===== src/hdl/pfa_pkg.sv =====
// Shared types, constants and saturation helper for the particle advection step.
package pfa_pkg;

  localparam int unsigned IDX_W     = 12;
  localparam int unsigned VAL_W     = 24;
  localparam int unsigned TIME_W    = 32;
  localparam int unsigned PCOUNT    = 4096;
  localparam int unsigned GRID_W_LG = 6;
  localparam int unsigned GRID_H_LG = 6;
  localparam int unsigned CELLS     = 4096;
  localparam int unsigned STAGES    = 10;

  localparam logic [1:0] REQ_FIELD = 2'd0;
  localparam logic [1:0] REQ_LOAD  = 2'd1;
  localparam logic [1:0] REQ_STEP  = 2'd2;

  localparam logic [1:0] REG_GAIN  = 2'd0;
  localparam logic [1:0] REG_RATE  = 2'd1;
  localparam logic [1:0] REG_SCX   = 2'd2;
  localparam logic [1:0] REG_SCY   = 2'd3;

  typedef struct packed {
    logic [15:0] gain;
    logic [15:0] rate;
    logic [15:0] scale_x;
    logic [15:0] scale_y;
  } cfg_t;

  typedef struct packed {
    logic signed [VAL_W-1:0] org_x;
    logic signed [VAL_W-1:0] org_y;
    logic signed [VAL_W-1:0] pos_x;
    logic signed [VAL_W-1:0] pos_y;
    logic signed [VAL_W-1:0] vel_x;
    logic signed [VAL_W-1:0] vel_y;
    logic                    act;
    logic [TIME_W-1:0]       atime;
  } part_t;

  function automatic logic signed [VAL_W-1:0] sat24(input logic signed [33:0] v);
    logic signed [33:0] hi;
    logic signed [33:0] lo;
    hi = 34'sd8388607;
    lo = -34'sd8388608;
    if (v > hi) begin
      sat24 = 24'sh7FFFFF;
    end else if (v < lo) begin
      sat24 = 24'sh800000;
    end else begin
      sat24 = v[VAL_W-1:0];
    end
  endfunction

endpackage


===== src/hdl/pfa_cfg_regs.sv =====
// APB-style register file holding gain, damping rate and cell scales.
module pfa_cfg_regs (
  input  logic               clk,
  input  logic               rst_n,
  input  logic               psel,
  input  logic               penable,
  input  logic               pwrite,
  input  logic [3:0]         paddr,
  input  logic [31:0]        pwdata,
  output logic [31:0]        prdata,
  output logic               pready,
  output pfa_pkg::cfg_t      cfg
);

  pfa_pkg::cfg_t cfg_r;
  logic          wr_en;

  assign wr_en  = psel && penable && pwrite;
  assign pready = 1'b1;
  assign cfg    = cfg_r;

  always_ff @(posedge clk) begin
    if (!rst_n) begin
      cfg_r.gain    <= 16'd256;
      cfg_r.rate    <= 16'd11796;
      cfg_r.scale_x <= 16'd4096;
      cfg_r.scale_y <= 16'd4096;
    end else if (wr_en) begin
      case (paddr[3:2])
        pfa_pkg::REG_GAIN: cfg_r.gain    <= pwdata[15:0];
        pfa_pkg::REG_RATE: cfg_r.rate    <= pwdata[15:0];
        pfa_pkg::REG_SCX:  cfg_r.scale_x <= pwdata[15:0];
        pfa_pkg::REG_SCY:  cfg_r.scale_y <= pwdata[15:0];
        default: ;
      endcase
    end
  end

  always_comb begin
    case (paddr[3:2])
      pfa_pkg::REG_GAIN: prdata = {16'd0, cfg_r.gain};
      pfa_pkg::REG_RATE: prdata = {16'd0, cfg_r.rate};
      pfa_pkg::REG_SCX:  prdata = {16'd0, cfg_r.scale_x};
      pfa_pkg::REG_SCY:  prdata = {16'd0, cfg_r.scale_y};
      default:           prdata = 32'd0;
    endcase
  end

endmodule


===== config.mk =====
export PLATFORM = sky130hd
export DESIGN_NAME = pfa_cfg_regs
export DESIGN_NICKNAME = d
export VERILOG_FILES = /design/src/hdl/pfa_pkg.sv /design/src/hdl/pfa_cfg_regs.sv
export SDC_FILE = /design/constraint.sdc
export NUM_CORES = 1
export LEC_CHECK = 0
export BUFFER_PORTS_ARGS = -buffer_cell sky130_fd_sc_hd__clkbuf_2
export CAP_MARGIN = 20
export CELL_PAD_IN_SITES_DETAIL_PLACEMENT = 0
export CELL_PAD_IN_SITES_GLOBAL_PLACEMENT = 2
export CORE_AREA = 2 2 95 116
export CTS_CLUSTER_SIZE = 40
export DETAILED_ROUTE_END_ITERATION = 6
export DIE_AREA = 0 0 97 118
export PLACE_DENSITY = 0.83
export SETUP_SLACK_MARGIN = 0.02
export SYNTH_ARGS = -nofsm -noshare
export SYNTH_HDL_FRONTEND = slang
export SYNTH_SLANG_ARGS = --single-unit
export TNS_END_PERCENT = 5

===== constraint.sdc =====
create_clock -name clk -period 3.25 [get_ports clk]
set_input_delay 0.8125 -clock clk [delete_from_list [all_inputs] [get_ports clk]]
set_output_delay 0.8125 -clock clk [all_outputs]
set_load 0.005 [all_outputs]

==> results of run 1 <==
layout by cell type (no fill, tap or decap):
cell type,netlist,routed
dfxtp_1,64,64
nand3_4,2,2
conb_1,2,17
and3_2,1,1
buf_4,17,7
clkinv_2,0,3
mux2i_1,64,64
clkbuf_8,0,3
nand3b_2,1,1
clkbuf_16,0,9
nand2_1,71,71
clkbuf_2,0,102
nor2b_1,17,17
buf_12,1,1
nor3_4,1,1
nor3b_4,1,2
mux4_2,16,16
clkbuf_1,7,1
area by class of cell:
type,instances,share of cell area
multi-input cells,192,0.4007
flip-flops and latches,64,0.3323
repair buffers,110,0.1512
clock buffers,13,0.07008
well taps,129,0.04186
clock inverters,3,0.003894
worst reg2reg max path, delay by kind of cell, from the launching register on:
kind	cells	cell delay [ns]
flip-flops	1	0.32
multiplexers	1	0.07
AND/OR/NAND/NOR	1	0.11
per-layer routing:
metal | track usage | wire length [um] | up-vias
met5 | 0 | 0 | -
met4 | 0.06338 | 157 | 0
met3 | 0.03266 | 395 | 11
met2 | 0.2188 | 3490 | 83
met1 | 0.1621 | 3225 | 1057
li1 | - | - | 1119
stage by stage:
| step | instances | hold slack (ns) | total power [uW] | util | instance area (sq um) |
|---|---|---|---|---|---|
| after floorplan | 292 | 0.4610 | 923.0 | - | 3097 |
| after global placement | 495 | 0.4538 | 958.2 | 0.3463 | 3571 |
| after detailed placement | 495 | 0.4643 | 960.3 | 0.3463 | 3571 |
| after CTS | 511 | 0.4725 | 1866 | 0.3740 | 3856 |
| after global routing | 511 | 0.4907 | 1910 | 0.3740 | 3856 |
| final | 511 | 0.4693 | 1836 | 0.3740 | 3856 |
power by group:
group / leakage [uW] / switching [uW] / internal (uW)
clock: 0.000145 / 321 / 574
combinational: 0.00107 / 76.1 / 60.5
sequential: 0.000517 / 7.76 / 796
cell families (layout without fill, tap and decap cells):
kind of cell | count (synthesis) | count (layout) | synth area share
and+or+nand+nor | 95 | 95 | 0.1560
buffers and inverters | 36 | 126 | 0.09094
muxes | 80 | 80 | 0.3292
DFF | 64 | 64 | 0.4214
other | 2 | 17 | 0.002470
worst max-delay path by stage:
stage                            end      from  slack, ns  depth (start not counted)
after floorplan           prdata[10]  paddr[3]       0.80                          3
after global placement     prdata[2]  paddr[3]       0.34                          4
after detailed placement   prdata[2]  paddr[3]       0.34                          4
after CTS                  prdata[2]  paddr[3]       0.34                          4
after global routing       prdata[0]  paddr[3]       0.29                          4
final                      prdata[2]  paddr[3]       0.43                          4
==> impl_results.md, run 1 <==
- Slowest CP cell: clkbuf_2
- CTS resizes: 0
- Max-cap violations: 0
- Multi-input logic area: 1545 sq um
- Critical path buffer and inverter count: 3
- R2R Path End: cfg[42]
- DR vias/cell: 4.442
- Register area share after synthesis: 0.4214
- Pre-antenna DRT Iters: 4
- Sequential Area: 1281 sq um
- Endpoint type of the worst setup path: output pin
- Worst r2r path cells: 2
- Synth top area share: 0.4214
- Worst-skew pair later-pin latency: around 0.32 ns
- Cell taking the most area after synthesis: dfxtp_1
- Setup Skew: 0 ns
- Count leader, synth: nand2_1
- Slew Viols, Final: 0
- Syn Std Cell Area: approximately 3000 sq um
- Number of global-route vias before repair: between 2000 and 2500
- Fin Setup TNS: 0 ns
- Fin crit share: 0.8665
- Avg Cell Area, Syn: 10.98 sq um
- Worst hold start: cfg[29]
- Fillers: 1054
- Synth Register Bits: 64
- Max reg flops: 64
- First-pass GRT wire length: 11.87 mm
- Status: finished clean
- Unrepaired setup endpoints after global routing: no
- CTS H-Tree Depth: 3
- Reg2Reg Setup Slack: 2.62 ns
- Cells after Synth: approximately 280
- WL/cell: 14.22 um
- Initial drt markers: 55
- Worst path required time: 2.44 ns
- Pin count of the biggest net entering global routing: 41
- CTS tree: yes
- Die Span Y: 118 um
- Nets@finish: 418
- Setup repair bufs after CTS: 0
- ANT nets after route: 0
- Port Buffers: just over 100
- Most common cell on crit path: clkbuf_2
- Reg-to-reg critical path startpoint: cfg[42]
- CP cell instances: clkbuf_2, buf_4, mux4_2, clkbuf_2
- # setup viols final: 0
- Slew HR: 0.6610
- Longest Clk Path Bufs: 2
- Worst-path clk slew: ~0.050 ns
- Hold path depth: 2
- Hold path endpoint: cfg[29]
- Site Rows: 41
- Synth top cells by count: 71 x nand2_1, 64 x dfxtp_1, 64 x mux2i_1, 17 x buf_4, 17 x nor2b_1
- Drt drc: 0
- WP data arrival: ~2.0 ns
- Starting Density: 0.2949
- Max Freq: 355.1 MHz
- Area growth syn-to-layout: 26.83%
- Routed Wire Length: 7.268 mm
- Initial antenna violation count: 0
- Worst-path fanout max: 12
- Gr usage total: 0.1329
- Post-synth EDFFs: 0
- Ys async rst share: 0
- Synth Warn #: 0
- Maximum VDD drop: 0.1896 mV
- Clock sink count: 64
- Distinct cells, synth: 18
- DIE WIDTH: 97 um
- Setup slack at placement: 0.3432 ns
- Root Driver: clkbuf_16
- Ant diodes: 0
- Die footprint: about 11000 sq um
- Actual slew at the worst max-slew pin: 0.5085 ns
- Hold Path Class: reg -> reg
- Tmin final: 2.816 ns
- I/O pin total: 138
- Via count: 2270
- Top Family by Delay on Critical Path: buffers and inverters
- CP Launch Type: input port
- Leak: 0.001737 uW
- Cts hold-fix bufs: 0
- Final hold viol count: 0
- Commonest register cell after synthesis: dfxtp_1
- Slowest stage delay, CP: around 0.40 ns
- Ranking of synthesized cells by area: dfxtp_1 42%, mux2i_1 21%, mux4_2 12%, nand2_1 8.8%, buf_4 4.2%
- HPWL Detailed: around 5.2 mm
- Routability cong.: 0.7139
- Crit Path Category: in -> out
- Placeable Area: 10310 sq um
- Final Worst Setup Slack: 0.4338 ns
- Layout cells sized above 1: 0.3874
- Total CTS buffers: 9
- Pwr dens: 476.0 nW/um^2
- GR Overflow Total: 0
Power figures use the tool's default switching activity.
==> inputs of run 2 (changes only) <==
--- a/config.mk
+++ b/config.mk
@@ -13,7 +13,7 @@
 export CTS_CLUSTER_SIZE = 40
 export DETAILED_ROUTE_END_ITERATION = 6
 export DIE_AREA = 0 0 97 118
-export PLACE_DENSITY = 0.83
+export PLACE_DENSITY_LB_ADDON = 0.1
 export SETUP_SLACK_MARGIN = 0.02
 export SYNTH_ARGS = -nofsm -noshare
 export SYNTH_HDL_FRONTEND = slang
==> run 2 against run 1 <==
  * Sequential share of layout area decreased by 0.53 points
  * Critical path depth unchanged
  * Critical path type unchanged
  * Wire length is 9.1% higher
  * Core utilization up 0.61 points
==> impl_results.md, run 2 (synthesized netlist as in run 1, its figures left out) <==
- Placeable Area: 10310 sq um
- I/O pin total: 138
- Max-cap violations: 0
- Final hold viol count: 0
- Die Span Y: 118 um
- Via count: 2286
- ANT nets after route: 0
- Max reg flops: 64
- Initial antenna violation count: 0
- Tot Pwr: about 1900 uW
- Leak: 0.001765 uW
- WL/cell: approximately 15 um
- Port Buffers: 102
- Initial drt markers: 57
- CP cell instances: clkbuf_2, buf_12, mux4_2, clkbuf_2
- Slowest stage delay, CP: 0.51 ns
- Critical path buffer and inverter count: 3
- Pre-antenna DRT Iters: 4
- Maximum VDD drop: 0.2747 mV
- Area after DPL: 3618 sq um
- Fin area: 3919 sq um
- Status: finished clean
- Max Freq: about 360 MHz
- Longest Clk Path Bufs: 2
- Area growth syn-to-layout: 28.89%
- Crit Path Category: in -> out
- Hold Path Class: reg -> reg
- Gr usage total: 0.1383
- Starting Density: 0.2949
- Pin count of the biggest net entering global routing: 49
- Final Worst Setup Slack: 0.4824 ns
- CTS resizes: 0
- Endpoint type of the worst setup path: output pin
- Most frequent cells in the layout: 102 x clkbuf_2, 71 x nand2_1, 64 x mux2i_1, 64 x dfxtp_1
- Top Family by Delay on Critical Path: buffers and inverters
- Clock sink count: 64
- Worst-path fanout max: 8
- CTS tree: yes
- WP data arrival: 1.96 ns
- Worst-skew pair later-pin latency: 0.32 ns
- Slew HR: 0.6378
- Total CTS buffers: 9
- HPWL Detailed: between 5 and 6 mm
- Ant diodes: 0
- Fillers: 1048
- Nets@finish: 421
- Setup repair bufs after CTS: 0
- Layout cells sized above 1: 0.3896
- First-pass GRT wire length: 12.36 mm
- Slew Viols, Final: 0
- Routability cong.: 0.6993
- Root Driver: clkbuf_16
- Site Rows: 41
- Slowest CP cell: mux4_2
- Die footprint: about 11000 sq um
- Unrepaired setup endpoints after global routing: no
- DIE WIDTH: 97 um
- Most common cell after layout, fill and taps aside: clkbuf_2
- Fin crit share: 0.8516
- CP Launch Type: input port
- Worst path required time: roughly 2.4 ns
- Setup Skew: 0 ns
- Pwr dens: a little under 500 nW/um^2
- Tmin final: between 2 and 3 ns
- Setup slack at placement: 0.4608 ns
- Fin Setup TNS: 0 ns
- DR vias/cell: 4.447
- Drt drc: 0
- Reg2Reg Setup Slack: 2.61 ns
- Most common cell on crit path: clkbuf_2
- CTS H-Tree Depth: 3
- Actual slew at the worst max-slew pin: 0.5433 ns
- # setup viols final: 0
- Worst-path clk slew: 0.05 ns
- Util after Layout: 0.3801
- Cts hold-fix bufs: 0
- GR Overflow Total: 0
- Number of global-route vias before repair: approximately 2200
- Routed Wire Length: 7.931 mm
[run 2: through the flow]
step | instances | hold WS, ns
after global routing | 514 | 0.4940
final | 514 | 0.4704
after global placement | 498 | 0.4590
after detailed placement | 498 | 0.4663
after floorplan | 292 | 0.4610
after CTS | 514 | 0.4740
[run 2: worst reg2reg max path, stage by stage (launching register included)]
cell and delay [ns]:
dfxtp_1 0.36, nand2_1 0.06, mux2i_1 0.15
[run 2: final timing paths]
path / from / end / cells after the start
max: paddr[3] / prdata[10] / 4
min: cfg[22] / cfg[22] / 2
max reg2reg: cfg[33] / cfg[33] / 2
min reg2reg: cfg[22] / cfg[22] / 2
[run 2: final cells by class]
class                           count  area (sq um)  share of cell area
Tap cell                          129         161.4             0.04119
Multi-Input combinational cell    192          1545              0.3943
Timing Repair Buffer              113         630.6              0.1609
Clock inverter                      3         40.04             0.01022
Sequential cell                    64          1281              0.3269
Clock buffer                       13         260.3             0.06641
[run 2: routing by layer]
layer  part of all wire  global-route usage  vias to the layer above
li1                   -                   -                     1120
met4              0.014             0.05546                        0
met1               0.48              0.1913                     1075
met3              0.054             0.03266                        8
met5                  0                   0                        -
met2               0.45              0.2075                       83
[run 2: power breakdown]
part           internal [uW]  switching (uW)  total, uW
combinational           66.1            80.7        147
clock                    633             333        967
sequential               796            8.15        804
